--- src/hdl/tlsa_pkg.sv ---
// ----------------------------------------------------------------------------
// tlsa_pkg: shared types and constants for the tile layer scroll address core
// Register indexes, screen limits, and the item, result and config bundles.
// ----------------------------------------------------------------------------
package tlsa_pkg;

  localparam int unsigned ScreenWidth  = 496;
  localparam int unsigned ScreenHeight = 384;

  localparam int unsigned CfgIdxW  = 3;
  localparam int unsigned InDataW  = 56;
  localparam int unsigned OutDataW = 24;

  typedef enum logic [CfgIdxW-1:0] {
    CFG_A_HSCROLL  = 3'd0,
    CFG_A_VSCROLL  = 3'd1,
    CFG_B_HSCROLL  = 3'd2,
    CFG_B_VSCROLL  = 3'd3,
    CFG_WINDOW_EN  = 3'd4
  } cfg_idx_t;

  // Bit positions inside a 16-bit scroll or control word
  localparam int unsigned BitLineSel = 15;
  localparam int unsigned BitOff     = 15;
  localparam int unsigned BitWide    = 14;
  localparam int unsigned BitTall    = 13;
  localparam int unsigned BitSingle  = 15;

  typedef struct packed {
    logic [31:0] a_hscroll;
    logic [31:0] a_vscroll;
    logic [31:0] b_hscroll;
    logic [31:0] b_vscroll;
    logic        window_en;
  } tlsa_cfg_t;

  typedef struct packed {
    logic        layer_select;
    logic [8:0]  line_number;
    logic [8:0]  pixel_x;
    logic [15:0] primary_line_scroll;
    logic [15:0] secondary_line_scroll;
    logic        window_bit;
  } item_t;

  typedef struct packed {
    logic       blank;
    logic [1:0] map_select;
    logic [8:0] source_row;
    logic [8:0] source_column;
  } result_t;

endpackage

--- src/hdl/tile_layer_scroll_address_core.sv ---
// ----------------------------------------------------------------------------
// tile_layer_scroll_address_core: tile layer pixel source address generator
// Picks the map (0..3) and the row and column within it for one pixel of
// layer A or B from the scroll and control registers.
//
//   channel | dir | handshake          | payload
//   --------+-----+--------------------+-----------------------------------
//   in_     | in  | tvalid / tready    | tdata pixel fields, tuser layer
//   out_    | out | tvalid / tready    | tdata map/row/column, tuser blank
//   cfg_    | in  | valid / ready      | index, 32-bit data
//
// One beat per clock sustained while out_tready stays high; an accepted beat
// passes the input register, then the result register, before out_tvalid
// rises and the output handshake can follow.
// in_tready drops only while the input register is full and the result
// register is held by out_tready low.
// cfg_ready is always high; a write is registered straight into the config register.
// rst_n is synchronous: valids clear and the config registers take their reset values.
// ----------------------------------------------------------------------------
module tile_layer_scroll_address_core (
  input  logic                            clk,
  input  logic                            rst_n,
  input  logic                            in_tvalid,
  output logic                            in_tready,
  // line_number[8:0], pixel_x[17:9], primary_line_scroll[33:18],
  // secondary_line_scroll[49:34], window_bit[50], zero[55:51]
  input  logic [tlsa_pkg::InDataW-1:0]    in_tdata,
  // layer_select[0]
  input  logic                            in_tuser,
  output logic                            out_tvalid,
  input  logic                            out_tready,
  // map_select[1:0], source_row[10:2], source_column[19:11], zero[23:20]
  output logic [tlsa_pkg::OutDataW-1:0]   out_tdata,
  // blank[0]
  output logic                            out_tuser,
  input  logic                            cfg_valid,
  output logic                            cfg_ready,
  input  logic [tlsa_pkg::CfgIdxW-1:0]    cfg_index,
  input  logic [31:0]                     cfg_data
);
  import tlsa_pkg::*;

  tlsa_cfg_t cfg_r;
  item_t     item_r;
  logic      item_valid_r;
  result_t   res_r;
  logic      out_valid_r;
  result_t   res_nxt;
  logic      out_adv;
  logic      item_adv;

  assign cfg_ready = 1'b1;

  always_ff @(posedge clk) begin
    if (!rst_n) begin
      cfg_r <= '{a_hscroll: 32'd0, a_vscroll: 32'd0, b_hscroll: 32'd0,
                 b_vscroll: 32'd0, window_en: 1'b1};
    end else if (cfg_valid) begin
      unique case (cfg_idx_t'(cfg_index))
        CFG_A_HSCROLL: cfg_r.a_hscroll <= cfg_data;
        CFG_A_VSCROLL: cfg_r.a_vscroll <= cfg_data;
        CFG_B_HSCROLL: cfg_r.b_hscroll <= cfg_data;
        CFG_B_VSCROLL: cfg_r.b_vscroll <= cfg_data;
        CFG_WINDOW_EN: cfg_r.window_en <= cfg_data[0];
        default: ;
      endcase
    end
  end

  // Result register frees when empty or taken this cycle
  assign out_adv   = ~out_valid_r | out_tready;
  assign item_adv  = item_valid_r & out_adv;
  assign in_tready = ~item_valid_r | out_adv;

  always_ff @(posedge clk) begin
    if (!rst_n) begin
      item_valid_r <= 1'b0;
      out_valid_r  <= 1'b0;
    end else begin
      if (in_tready) begin
        item_valid_r <= in_tvalid;
      end
      if (out_adv) begin
        out_valid_r <= item_valid_r;
      end
    end
  end

  always_ff @(posedge clk) begin
    if (in_tvalid && in_tready) begin
      item_r.layer_select          <= in_tuser;
      item_r.line_number           <= in_tdata[8:0];
      item_r.pixel_x               <= in_tdata[17:9];
      item_r.primary_line_scroll   <= in_tdata[33:18];
      item_r.secondary_line_scroll <= in_tdata[49:34];
      item_r.window_bit            <= in_tdata[50];
    end
    if (item_adv) begin
      res_r <= res_nxt;
    end
  end

  tlsa_addr_calc u_calc (
    .cfg  (cfg_r),
    .item (item_r),
    .res  (res_nxt)
  );

  assign out_tvalid = out_valid_r;
  assign out_tuser  = res_r.blank;
  assign out_tdata  = {4'd0, res_r.source_column, res_r.source_row, res_r.map_select};

  a_blank_zero: assert property (@(posedge clk) disable iff (!rst_n)
    out_valid_r && res_r.blank |-> out_tdata == '0)
    else $error("blank result carries nonzero address");

  a_item_moves: assert property (@(posedge clk) disable iff (!rst_n)
    item_adv |=> out_valid_r)
    else $error("item advanced but result register empty");

  a_ready_free: assert property (@(posedge clk) disable iff (!rst_n)
    !out_valid_r |-> in_tready)
    else $error("input stalled with empty result register");

  a_hold_stall: assert property (@(posedge clk) disable iff (!rst_n)
    item_valid_r && !out_adv |=> item_valid_r && $stable(item_r))
    else $error("pending item lost during output stall");

endmodule

--- src/hdl/tlsa_addr_calc.sv ---
// ----------------------------------------------------------------------------
// tlsa_addr_calc: map, row and column for one pixel
// Pure combinational path: scroll negation, row add, mode decode and the
// final map select. Sits between the input and result registers.
// ----------------------------------------------------------------------------
module tlsa_addr_calc (
  input  tlsa_pkg::tlsa_cfg_t cfg,
  input  tlsa_pkg::item_t     item,
  output tlsa_pkg::result_t   res
);
  import tlsa_pkg::*;

  logic [31:0] hs, vs;
  logic [15:0] pw, sw, vw, ww;
  logic        wide, tall, off, single, huge;
  logic [15:0] p_sel, s_sel;
  logic [9:0]  h1, r1, s_prim;
  logic [8:0]  h2, r2, s_sec;
  logic        off_screen;
  logic        use_prim, use_sec;

  always_comb begin
    hs = item.layer_select ? cfg.b_hscroll : cfg.a_hscroll;
    vs = item.layer_select ? cfg.b_vscroll : cfg.a_vscroll;
    pw = hs[15:0];
    sw = hs[31:16];
    vw = vs[15:0];
    ww = vs[31:16];

    wide   = vw[BitWide];
    tall   = vw[BitTall];
    off    = vw[BitOff];
    single = ww[BitSingle] | ~cfg.window_en;
    huge   = (cfg.a_vscroll[BitWide] & cfg.a_vscroll[BitTall]) |
             (cfg.b_vscroll[BitWide] & cfg.b_vscroll[BitTall]);

    p_sel = pw[BitLineSel] ? item.primary_line_scroll : pw;
    s_sel = sw[BitLineSel] ? item.secondary_line_scroll : sw;

    // Horizontal scroll runs negated; bit 9 only survives in wide mode
    h1 = 10'd0 - p_sel[9:0];
    if (!wide) begin
      h1[9] = 1'b0;
    end
    h2 = 9'd0 - s_sel[8:0];

    r1 = vw[9:0] + {1'b0, item.line_number};
    if (!tall) begin
      r1[9] = 1'b0;
    end
    r2 = ww[8:0] + item.line_number;

    s_prim = h1 + {1'b0, item.pixel_x};
    s_sec  = h2 + item.pixel_x;

    off_screen = ({1'b0, item.line_number} >= 10'(ScreenHeight)) ||
                 ({1'b0, item.pixel_x} >= 10'(ScreenWidth));

    res      = '0;
    use_prim = 1'b0;
    use_sec  = 1'b0;
    priority if (huge || off_screen) begin
      res.blank = 1'b1;
    end else if (!off && wide) begin
      res.map_select    = {item.layer_select, s_prim[9]};
      res.source_row    = r1[8:0];
      res.source_column = s_prim[8:0];
    end else if (single) begin
      res.blank = off;
      use_prim  = ~off;
    end else if (off || item.window_bit) begin
      use_sec = 1'b1;
    end else begin
      use_prim = 1'b1;
    end

    if (use_prim) begin
      // Tall plane: rows past 511 fall into the secondary map
      res.map_select    = {item.layer_select, r1[9]};
      res.source_row    = r1[8:0];
      res.source_column = s_prim[8:0];
    end else if (use_sec) begin
      res.map_select    = {item.layer_select, 1'b1};
      res.source_row    = r2;
      res.source_column = s_sec;
    end
  end

endmodule

--- config.mk ---
export PLATFORM = sky130hd
export DESIGN_NAME = tile_layer_scroll_address_core
export DESIGN_NICKNAME = d
export VERILOG_FILES = /design/src/hdl/tlsa_pkg.sv /design/src/hdl/tile_layer_scroll_address_core.sv /design/src/hdl/tlsa_addr_calc.sv
export SDC_FILE = /design/constraint.sdc
export NUM_CORES = 1
export LEC_CHECK = 0
export BUFFER_PORTS_ARGS = -buffer_cell sky130_fd_sc_hd__buf_2
export CAP_MARGIN = 20
export CORE_MARGIN = 4
export CORE_UTILIZATION = 61
export DETAILED_ROUTE_END_ITERATION = 6
export PLACE_DENSITY = 0.94
export SLEW_MARGIN = 5
export SYNTH_ARGS = -nofsm -noshare
export SYNTH_HDL_FRONTEND = slang
export SYNTH_SLANG_ARGS = --single-unit
--- constraint.sdc ---
create_clock -name clk -period 7 [get_ports clk]
set_input_delay 0.7 -clock clk [delete_from_list [all_inputs] [get_ports clk]]
set_output_delay 0.7 -clock clk [all_outputs]
set_load 0.05 [all_outputs]
# Word-level counts from Yosys, hierarchy flattened
# Index checks and enable logic that the tools add are counted.
dict set report op_classes {
  n_addsub 6
  n_lt_le_gt_ge 2
  n_eq_ne 4
  n_mux 20
  n_bitwise 11
  n_reduce_logical 12
}
# op count
set op_table {}
lappend op_table {{20-bit 2-to-1 mux} 4}
lappend op_table {{32-bit 2-to-1 mux} 2}
lappend op_table {{10-bit by 9-bit adder with 10-bit output} 2}
lappend op_table {{9-bit adder} 2}
lappend op_table {{9-bit >= comparator (second input constant)} 2}
lappend op_table {{1-bit 2-to-1 mux} 12}
lappend op_table {{10-bit 2-to-1 mux} 1}
lappend op_table {{2-bit AND reduction} 5}
lappend op_table {{1-bit by 10-bit subtractor with 10-bit output (first input constant)} 1}
lappend op_table {{9-bit 2-to-1 mux} 1}
lappend op_table {{1-bit by 9-bit subtractor with 9-bit output (first input constant)} 1}
lappend op_table {{3-bit by 2-bit equality test with 1-bit output (second input constant)} 2}
lappend op_table {{1-bit NOT} 4}
lappend op_table {{1-bit OR} 4}
lappend op_table {{1-bit AND} 3}
lappend op_table {{3-bit by 1-bit equality test with 1-bit output (second input constant)} 1}
lappend op_table {{3-bit equality test (second input constant)} 1}
lappend op_table {{3-bit zero test} 1}
lappend op_table {{1-bit logical OR} 3}
lappend op_table {{1-bit logical AND} 2}
lappend op_table {{1-bit zero test} 1}
dict set report totals {
  register_bits 191
  input_bits 97
}

# Longest topological paths before layout
# Gate-level depths: netlist (run 1).
dict set report logic_depth {
  ltp_word 9
  mapped_depth 15
}

# Cells and area by module
# A second synthesis (run 1) with hierarchy kept.
dict set report hier_totals {
  cells_unflattened 873
  hier_area_um2 9635.5
}
# module n_inst cells_each area_each_um2
set modules_own_cells {}
lappend modules_own_cells {tile_layer_scroll_address_core 1 546 7066.8}
lappend modules_own_cells {tlsa_addr_calc 1 327 2568.7}

# Worst setup path after synthesis (run 1)
# No wires, ideal clock.
dict set report synth_path {
  kind {register to register}
  start {reg item_r[51] (netlist bit)}
  end {reg res_r (netlist bit out_tdata[10]), data pin}
  setup_time_ns 0.268
  arrival_time_ns 3.317
  setup_slack_ns 3.415
  path_stages_with_launch 15
  path_buffers 4
  synth_period_minus_slack_ns 3.585
  cell_sequence {edfxtp_1 > buf_4 > buf_2 > buf_4 > buf_2 > mux2_2 > ha_1 > fa_1 > a21o_1 > a21oi_1 > o21bai_1 > a2111oi_0 > nor3_1 > xnor2_1 > o22ai_1}
}
# item line
set synth_rtl {}
lappend synth_rtl {{start, declared} tile_layer_scroll_address_core.sv:44} ;# item_t item_r;
lappend synth_rtl {{end signal, assigned} tile_layer_scroll_address_core.sv:99} ;# res_r <= res_nxt;
lappend synth_rtl {{end, declared} tile_layer_scroll_address_core.sv:46} ;# result_t res_r;

==> results of run 1 <==
## metal layers
metal	share of wire	global-route usage	wire (um)
met3	0.067	0.0702	1210
met5	0.0015	0	27
met2	0.48	0.406	8630
met4	0.031	0.113	555
met1	0.43	0.319	7740
## metrics by stage
stage | instance area [um^2] | std cells | utilization
5_1_grt | 8830 | 1051 | 0.723
3_5_place_dp | 8230 | 1018 | 0.674
6_report | 8830 | 1051 | 0.723
2_1_floorplan | 7730 | 797 | -
3_3_place_gp | 8230 | 1018 | 0.674
4_1_cts | 8820 | 1050 | 0.722
## critical path, stage by stage (launching register included)
cell	delay [ns]
edfxtp_1	0.32
buf_4	0.57
inv_1	0.26
nand2_1	0.18
nand2_1	0.07
ha_1	0.22
xnor2_1	0.19
ha_1	0.31
o21ai_0	0.21
o21bai_1	0.11
or4_1	0.43
a31o_1	0.24
a21oi_2	0.16
xnor2_1	0.15
o221ai_2	0.12
## synth_stat cells, types with 4 or more instances
cell type | count | area share
mux2_2 | 16 | 0.023
or2_2 | 4 | 0.0032
nand2_1 | 198 | 0.096
buf_2 | 5 | 0.0032
mux2i_1 | 42 | 0.054
o21ai_0 | 17 | 0.011
o21a_1 | 4 | 0.0039
inv_1 | 19 | 0.0092
xor2_1 | 15 | 0.017
nand2b_1 | 7 | 0.0057
nor3_1 | 9 | 0.0058
clkbuf_1 | 29 | 0.014
nor2b_1 | 9 | 0.0073
a21oi_1 | 22 | 0.014
edfxtp_1 | 60 | 0.23
o22ai_1 | 15 | 0.012
nor2_1 | 22 | 0.011
a21boi_0 | 92 | 0.089
xnor2_1 | 22 | 0.025
a21o_1 | 5 | 0.0049
ha_1 | 35 | 0.057
fa_1 | 4 | 0.010
dfxtp_1 | 91 | 0.24
buf_4 | 8 | 0.0078
nand3_1 | 5 | 0.0032
## flip-flops by register name, indices dropped and copies added (netlist names)
name          cells
cfg_r            89
item_r           39
item_valid_r      1
out_tdata        20
out_tuser         1
out_tvalid        1
## cells by family after synthesis
group / after synthesis
simple gates: 266
compound gates: 178
flops: 151
buf+inv: 63
mux: 58
fa+ha+maj: 39
xor+xnor: 37
other cells: 2
## worst min path at each step
| stage | start | to | slack (ns) | cells after the start |
|---|---|---|---|---|
| final | in_tdata[12] | item_r[36]$_DFFE_PP_ | 0.44 | 1 |
| after global routing | in_tdata[0] | item_r[42]$_DFFE_PP_ | 0.43 | 1 |
| after CTS | in_tdata[25] | item_r[24]$_DFFE_PP_ | 0.43 | 1 |
| after detailed placement | cfg_r[65]$_SDFFE_PN0P_ | cfg_r[65]$_SDFFE_PN0P_ | 0.46 | 2 |
| after global placement | cfg_r[23]$_SDFFE_PN0P_ | cfg_r[23]$_SDFFE_PN0P_ | 0.45 | 2 |
| after floorplan | cfg_r[0]$_SDFFE_PN1P_ | cfg_r[0]$_SDFFE_PN1P_ | 0.44 | 2 |
## power breakdown
group	internal [W]	switching [W]	total [W]
sequential	0.000958	0.0000187	0.000976
combinational	0.000123	0.000199	0.000322
clock	0.000541	0.000348	0.000889
total	0.00162	0.000566	0.00219
## layout make-up
type | instances | area share
clock buffer | 26 | 0.0625
clock inverter | 6 | 0.00411
inverter | 19 | 0.00807
multi-input combinational | 583 | 0.433
sequential | 151 | 0.410
tap | 168 | 0.0238
timing repair buffer | 98 | 0.0581
==> results.md, run 1 <==
- DR DRC count: 0
- Tot Pwr: around 0.0022 W
- WL final: 18,200 um
- Site Rows: 40
- Drt wl/cell: roughly 17 um
- Setup slack after layout: roughly 3.1 ns
- Vias: just over 6,000
- Pwr/cell area: around 250 nW/um^2
- Outcome: complete, no violations
- Commonest non-fill, non-tap cell in the layout: nand2_1
- Initial Util: 0.632
- Worst setup path endpoint: out_tdata[0]$_DFFE_PP_
- Simple-gate portion of the synthesized area: 0.143
- Hold WS: roughly 0.44 ns
- Total CTS buffers: 17
- Max FO, Critical Path: 48
- Fmax: around 260 MHz
- Synth warnings: 0
- R2R cell count: 14
- Crit share post-route: 0.553
- Vias per cell: a little under 6
- Max IR drop VDD: 0.000207 V
- Reg2Reg Setup Slack: around 3.1 ns
- Hold WC Path Type: input port to register
- Die outline width: roughly 120 um
- Register area share after synthesis: 0.469
- Crit path kind: register to register
- Largest net degree at the start of global routing: 92
- First-pass GRT wire length: 28,500 um
- Antenna violations before repair: 2
- Crit path time final: roughly 3.9 ns
- Post-synth top flop: dfxtp_1
- Clock Pin Slew Worst Setup and Hold Paths: roughly 0.060 ns
- N_diodes: 0
- Final Setup Violations: 0
- Worst-margin pin slew: about 1 ns
- Fillers: between 800 and 900
- Number of synthesized register bits: between 150 and 200
- Layout cells sized above 1: 0.178
- Max cap viols: 0
- Leakage power: 3.46 nW
- CTS tree: yes
- I/O pin count: ~130
- Post-DP HPWL: 12,200 um
- CP Launch Type: register
- Post-synth EDFFs: 60
- CTS sink cnt: ~150
- Hold buffers post-CTS: 0
- Root buffer cell: clkbuf_16
- Hold Fails Final Rpt: 0
- XOR/XNOR Fraction of Synth Area: 0.0420
- Max clock buf depth: 2
- Sum Neg Setup Slack: 0 ns
- Total grt overflow: 0
- Height of the die: 121 um
- Adder-Cell Fraction of Synth Area: 0.0671
- Number of global-route vias before repair: between 5,000 and 6,000
- Most frequent cells in the layout: nand2_1 (198), a21boi_0 (92), buf_2 (92)
- Initial DRC count: 555
- Number of detailed-route iterations in the first pass: 5
- Ys async rst share: 0
- Critical R2R Launch: item_r[51]$_DFFE_PP_
- Largest family of logic cells by synthesized area: compound AO/OA/AOI/OAI gates
- Critical Path Source: item_r[51]$_DFFE_PP_
- Reg-to-reg endpoint: out_tdata[0]$_DFFE_PP_
- Area grow syn2layout: 14.4%
- Max-slew violation count: 0
- Latest clock arrival within the worst-skew pair: roughly 0.43 ns
- Final Wtd Congestion: about 0.85
- NumNets Final: about 1,000
- Relative slew slack: 0.348
- Total GRT Usage: 0.252
- Post-Syn Area: about 7700 um^2
- RSZ-0062 raised after global routing: false
- Post-Place Setup Slack: roughly 3.2 ns
- Post-CTS Setup Bufs: 0
- Critical path arrival: approximately 4.0 ns
- Antenna Nets Post-Route: 0
- Synthesized instance count: approximately 790
- Final Skew: ~0.0067 ns
- Post-CTS sizing: 0
- Syn_area_per_cell: 9.73 um^2
- Multi-input logic area: 3830 um^2
- Reg area: ~3600 um^2
- Core area: around 12,000 um^2
- H-tree depth: 4
- Required @ worst endpoint: 7.13 ns
- Die ar.: 14,500 um^2
- Synth Area in Compound Gates: 0.163
- Yosys cell types: 51
- CP Capture Type: register
- Post-synthesis mux area share: 0.0778
- # port buffers: between 90 and 100
Power figures use the tool's default switching activity.
==> run 2: changes to the inputs <==
--- a/config.mk
+++ b/config.mk
@@ -5,12 +5,13 @@
 export SDC_FILE = /design/constraint.sdc
 export NUM_CORES = 1
 export LEC_CHECK = 0
+export ABC_AREA = 1
 export BUFFER_PORTS_ARGS = -buffer_cell sky130_fd_sc_hd__buf_2
 export CAP_MARGIN = 20
 export CORE_MARGIN = 4
-export CORE_UTILIZATION = 61
+export CORE_UTILIZATION = 51
 export DETAILED_ROUTE_END_ITERATION = 6
-export PLACE_DENSITY = 0.94
+export PLACE_DENSITY = 0.85
 export SLEW_MARGIN = 5
 export SYNTH_ARGS = -nofsm -noshare
 export SYNTH_HDL_FRONTEND = slang
==> constraint.sdc (replaced) <==
create_clock -name clk -period 3.1 [get_ports clk]
set_input_delay 0.31 -clock clk [delete_from_list [all_inputs] [get_ports clk]]
set_output_delay 0.31 -clock clk [all_outputs]
set_load 0.05 [all_outputs]
==> results.md, run 2 <==
- Post-DP HPWL: roughly 13,000 um
- Synth warnings: 0
- Hold path startpoint: in_tdata[15]
- Crit path max-delay cell type: edfxtp_1
- Final Util: 0.619
- Cell with the most instances after synthesis: nand2_1
- Antenna violations before repair: 0
- Critical Path Source: item_r[51]$_DFFE_PP_
- N_diodes: 0
- Max FO, Critical Path: 5
- Post-Syn Area: between 7000 and 8000 um^2
- Most frequent cells in the layout: nand2_1 (134), o21ai_0 (125), nor2_1 (123)
- CP max stage delay: slightly above 0.5 ns
- CTS sink cnt: 151
- Yosys cell types: 46
- Area grow syn2layout: 17.8%
- Crit path kind: register to register
- Clock Pin Slew Worst Setup and Hold Paths: about 0.06 ns
- Total CTS buffers: 17
- Hold Fails Final Rpt: 0
- Leakage power: 3.97 nW
- Yosys top cell area share: 0.237
- Crit path time final: 3.09 ns
- Max clock buf depth: 2
- CTS tree: yes
- Antenna Nets Post-Route: 0
- Hold buffers post-CTS: 0
- Post-synth top cells: nand2_1 (137), o21ai_0 (129), nor2_1 (125), inv_1 (97), dfxtp_1 (91)
- Relative slew slack: 0.453
- CP Launch Type: register
- Worst-margin pin slew: roughly 0.82 ns
- First-pass GRT wire length: 30,200 um
- Number of synthesized register bits: ~150
- Area contributors post-synth: dfxtp_1 (24%), edfxtp_1 (23%), o21ai_0 (8.4%)
- Ys async rst share: 0
- Critical path arrival: 3.27 ns
- Core area: between 10,000 and 15,000 um^2
- Height of the die: 131 um
- Pwr/cell area: approximately 600 nW/um^2
- Initial Util: 0.526
- Final Wtd Congestion: between 0.8 and 0.9
- Commonest non-fill, non-tap cell in the layout: nand2_1
- H-tree depth: 4
- Hold WC Path Type: input port to register
- Critical R2R Launch: item_r[51]$_DFFE_PP_
- Final Skew: ~0.0089 ns
- Total GRT Usage: 0.227
- Placed cell count: between 1,000 and 1,500
- Hold Crit Depth: 1
- Number of detailed-route iterations in the first pass: 7
- WL final: between 15,000 and 20,000 um
- Die ar.: about 17,000 um^2
- Layout cells sized above 1: 0.185
- Synth area leader: dfxtp_1
- Critical path cell sequence: inv_4, buf_4, buf_4, nand2_1, nand2_1, nand2_1, nand2_2, nand2_2, nor3_2, xor2_1, ha_1, inv_1, o21ai_1, a21oi_2, nor2_2, o21ai_2, nand3b_1, nand3_1, o21ai_1
- Post-synth EDFFs: 60
- Register area share after synthesis: 0.471
- Family with the most delay on the worst path: simple AND/OR/NAND/NOR gates
- Number of flip-flops in the largest register: slightly below 90
- Vias per cell: between 5 and 6
- Crit share post-route: 0.997
- Max cap viols: 0
- NumNets Final: between 1,000 and 1,500
- # port buffers: 92
- Final Setup Violations: 0
- I/O pin count: 125
- Max IR drop VDD: between 0.0004 and 0.0005 V
- Crit path depth: 19
- DR DRC count: 0
- CP Capture Type: register
- Top reg by flops: cfg_r
- Required @ worst endpoint: roughly 3.3 ns
- Total grt overflow: 0
- Number of global-route vias before repair: 6,341
- Outcome: complete, no violations
- Finished Layout Cells: around 1,200
- R2R cell count: 19
- Post-synth top flop: dfxtp_1
- Site Rows: 44
- Largest net degree at the start of global routing: 47
- Drt wl/cell: between 15 and 20 um
- CP most frequent cell: nand2_1
- Synthesized instance count: between 900 and 1,000
- Syn_area_per_cell: around 8.2 um^2
- Root buffer cell: clkbuf_16
- Worst Path Buf+Inv: 4
- Die outline width: 131 um
- Fmax: ~320 MHz
- RSZ-0062 raised after global routing: true
- Latest clock arrival within the worst-skew pair: ~0.43 ns
- Max-slew violation count: 0
- Vias: between 6,000 and 7,000
- Initial DRC count: about 670
==> run 2: changes by cell type after synthesis, moves of 11 or more <==
cell	previous run	this run
o21ai_1	0	17
o21ai_0	17	129
mux2i_1	42	0
nand2_2	0	11
inv_1	19	97
nand2_1	198	137
a21boi_0	92	0
nand3_1	5	24
a21oi_1	22	79
mux2_2	16	0
nor2_1	22	125
==> run 2: power breakdown <==
| group | total [W] | leakage, nW | switching, W | internal [W] |
|---|---|---|---|---|
| clock network | 0.00206 | 0.293 | 0.000823 | 0.00124 |
| logic | 0.000998 | 2.35 | 0.000660 | 0.000339 |
| registers | 0.00223 | 1.32 | 0.0000437 | 0.00218 |
| total | 0.00529 | 3.97 | 0.00153 | 0.00376 |
==> run 2: logic make-up after synthesis <==
kind of cell | synth area share
compound gates | 0.177
xor+xnor | 0.0250
fa+ha+maj | 0.0673
buf+inv | 0.0774
flops | 0.471
mux | 0.00179
other cells | 0.000976
simple gates | 0.179
==> run 2: repair_timing <==
item                                    CTS  global route
endpoints found under the setup margin    1             9
setup buffers                             0             5
hold endpoints to repair                  0             0
pin swaps                                 0             8
gates resized for setup                   3            21
==> run 2: layout make-up <==
class | count | area [um^2]
fillers | 1253 | 5580
clock buffers | 25 | 549
flip-flops and latches | 151 | 3620
repair buffers | 115 | 644
clock inverters | 7 | 50.0
multi-input cells | 643 | 3580
well taps | 184 | 230
inverters | 103 | 392
==> run 2: metal layers <==
metal / global-route usage / part of all wire / vias to the layer above
li1: - / - / 3289
met1: 0.289 / 0.42 / 3131
met2: 0.365 / 0.47 / 300
met3: 0.0557 / 0.074 / 71
met4: 0.105 / 0.041 / 0
met5: 0 / 0 / -
==> run 2: worst paths after layout <==
check                             to  slack (ns)
max          out_tdata[19]$_DFFE_PP_        0.01
min             item_r[39]$_DFFE_PP_        0.05
max reg2reg  out_tdata[19]$_DFFE_PP_        0.01
min reg2reg    cfg_r[5]$_SDFFE_PN0P_        0.45
==> run 2: worst register-to-register path, delay by kind of cell, from the launching register on <==
family	cells	cell delay, ns
adder cells (fa/ha/maj)	1	0.32
AO/OA/AOI/OAI	4	0.47
AND/OR/NAND/NOR	9	0.80
flip-flops	1	0.51
XOR/XNOR	1	0.22
buffers and inverters	4	0.51
==> run 2: metrics by stage <==
step / cell area [um^2] / power [W] / hold WS (ns) / TNS [ns] / worst slack [ns]
final: 9060 / 0.00529 / 0.0501 / 0 / 0.0105
after global routing: 9060 / 0.00549 / 0.0383 / -0.449 / -0.165
after detailed placement: 8340 / 0.00319 / 0.437 / -0.0225 / -0.0225
after floorplan: 7710 / 0.00294 / 0.409 / 0 / 0.271
after global placement: 8340 / 0.00315 / 0.432 / 0 / 0.0901
after CTS: 8940 / 0.00525 / 0.0395 / 0 / 0.0152
==> run 3: changes to the inputs <==
--- a/config.mk
+++ b/config.mk
@@ -9,9 +9,9 @@
 export BUFFER_PORTS_ARGS = -buffer_cell sky130_fd_sc_hd__buf_2
 export CAP_MARGIN = 20
 export CORE_MARGIN = 4
-export CORE_UTILIZATION = 51
+export CORE_UTILIZATION = 50
 export DETAILED_ROUTE_END_ITERATION = 6
-export PLACE_DENSITY = 0.85
+export PLACE_DENSITY = 0.81
 export SLEW_MARGIN = 5
 export SYNTH_ARGS = -nofsm -noshare
 export SYNTH_HDL_FRONTEND = slang
==> constraint.sdc (replaced) <==
create_clock -name clk -period 3.98 [get_ports clk]
set_input_delay 0.398 -clock clk [delete_from_list [all_inputs] [get_ports clk]]
set_output_delay 0.398 -clock clk [all_outputs]
set_load 0.05 [all_outputs]
==> results.md, run 3 (synthesis gave the netlist of run 2 again) <==
- Die outline width: between 100 and 150 um
- Max IR drop VDD: approximately 0.00034 V
- Max FO, Critical Path: 27
- WL final: 18,600 um
- Max cap viols: 0
- Layout cells sized above 1: 0.164
- Drt wl/cell: about 15 um
- Crit path kind: register to register
- I/O pin count: between 100 and 150
- Hold WC Path Type: input port to register
- First-pass GRT wire length: 30,100 um
- Crit path time final: 3.58 ns
- Post-CTS sizing: 0
- Reg-to-reg endpoint: out_tdata[19]$_DFFE_PP_
- Latest clock arrival within the worst-skew pair: ~0.43 ns
- CP Capture Type: register
- Number of flip-flops in the largest register: a little under 90
- Critical R2R Launch: item_r[51]$_DFFE_PP_
- Total GRT Usage: 0.214
- R2R cell count: 19
- Antenna violations before repair: 1
- Sum Neg Setup Slack: 0 ns
- Root buffer cell: clkbuf_16
- Max clock buf depth: 2
- Crit path max-delay cell type: edfxtp_1
- Vias per cell: around 5.4
- Final Wtd Congestion: 0.911
- Worst-margin pin slew: 0.821 ns
- Critical Path Source: item_r[51]$_DFFE_PP_
- H-tree depth: 4
- Fmax: 279 MHz
- Hold buffers post-CTS: 0
- Final Skew: between 0.01 and 0.015 ns
- Required @ worst endpoint: 4.16 ns
- Crit share post-route: 0.901
- Initial DRC count: between 500 and 600
- Top reg by flops: cfg_r
- Leakage power: just under 4 nW
- Max-slew violation count: 0
- CTS sink cnt: 151
- Pwr/cell area: 465 nW/um^2
- Post-DP HPWL: roughly 13,000 um
- Tot Pwr: slightly above 0.004 W
- Largest net degree at the start of global routing: 55
- End of the worst hold path: item_r[23]$_DFFE_PP_
- CTS tree: yes
- Core area: about 15,000 um^2
- Initial Util: 0.508
- Relative slew slack: 0.452
- Vias: roughly 6,600
- Critical path arrival: between 3 and 4 ns
- RSZ-0062 raised after global routing: false
- Commonest non-fill, non-tap cell in the layout: nand2_1
- Total CTS buffers: 17
- Most frequent cells in the layout: nand2_1 (137), o21ai_0 (129), nor2_1 (125)
- Number of detailed-route iterations in the first pass: 6
- Clock Pin Slew Worst Setup and Hold Paths: roughly 0.060 ns
- CP max stage delay: around 0.50 ns
- Post-CTS Setup Bufs: 0
- Final Util: 0.589
- Antenna Nets Post-Route: 0
- Reg2Reg Setup Slack: 0.40 ns
- Hold path startpoint: in_tdata[24]
- CP Launch Type: register
- Outcome: complete, no violations
- Critical path cell sequence: inv_4, nand2_4, nand2_2, nand2_1, nand2_2, inv_1, ha_1, nand2_1, nor2_1, nor2_1, ha_1, nand2_1, inv_1, a21oi_1, nor2_1, o21ai_0, nand3b_1, nand3_1, o21ai_1
- Design area: between 8000 and 9000 um^2
- DR DRC count: 0
- Total grt overflow: 0
- Hold Fails Final Rpt: 0
- Final Setup Violations: 0
- Number of global-route vias before repair: 6,172
- # port buffers: 92
- Placed Area: about 8300 um^2
- Area grow syn2layout: 15.9%
- Hold WS: around 0.14 ns
- Site Rows: 45
- Hold Crit Depth: 1
- Height of the die: ~130 um
- NumNets Final: 1,154
- Die ar.: roughly 17,000 um^2
-- run 3: changes by cell type in the layout (fill, tap and decap cells not counted), moves of 3 or more --
cell | before | now
buf_4 | 20 | 10
buf_6 | 3 | 0
ha_1 | 32 | 35
nand2_1 | 134 | 137
o21ai_0 | 125 | 129
o21ai_1 | 20 | 17
-- run 3: final cells by class --
cell class	count	area, um^2
Fill cell	1303	6230
Multi-Input combinational cell	643	3500
Tap cell	188	235
Sequential cell	151	3620
Clock inverter	11	130
Timing Repair Buffer	102	536
Inverter	103	392
Clock buffer	21	503
Antenna cell	1	2.50
-- run 3: how the worst max path moves through the flow --
stage                                    to  slack (ns)
global route        out_tdata[19]$_DFFE_PP_        0.14
CTS                 out_tdata[19]$_DFFE_PP_        0.47
detailed placement  out_tdata[19]$_DFFE_PP_        0.51
floorplan            out_tdata[0]$_DFFE_PP_        1.15
finish              out_tdata[19]$_DFFE_PP_        0.40
global placement    out_tdata[19]$_DFFE_PP_        0.62
-- run 3: where the power goes --
group	internal (W)	switching, W
clock	0.00104	0.000651
combinational	0.000238	0.000484
sequential	0.00170	0.0000329
-- run 3: routing by layer --
layer,routed length (um),global-route usage,up-vias
met3,1320,0.0485,55
met2,8730,0.341,221
met5,7,0,-
met1,7970,0.279,3032
li1,-,-,3275
met4,544,0.0968,2
-- run 3: worst max-delay path: cells and delay by family (launching register included) --
kind                     cells  cell delay (ns)
adder cells (fa/ha/maj)      2             0.54
buffers and inverters        3             0.41
AO/OA/AOI/OAI                3             0.54
flip-flops                   1             0.50
AND/OR/NAND/NOR             11             1.35
-- run 3: through the flow --
stage / cells / setup WS (ns)
after floorplan: 937 / 1.15
after global placement: 1187 / 0.622
after detailed placement: 1187 / 0.509
after CTS: 1219 / 0.471
after global routing: 1219 / 0.138
final: 1220 / 0.396
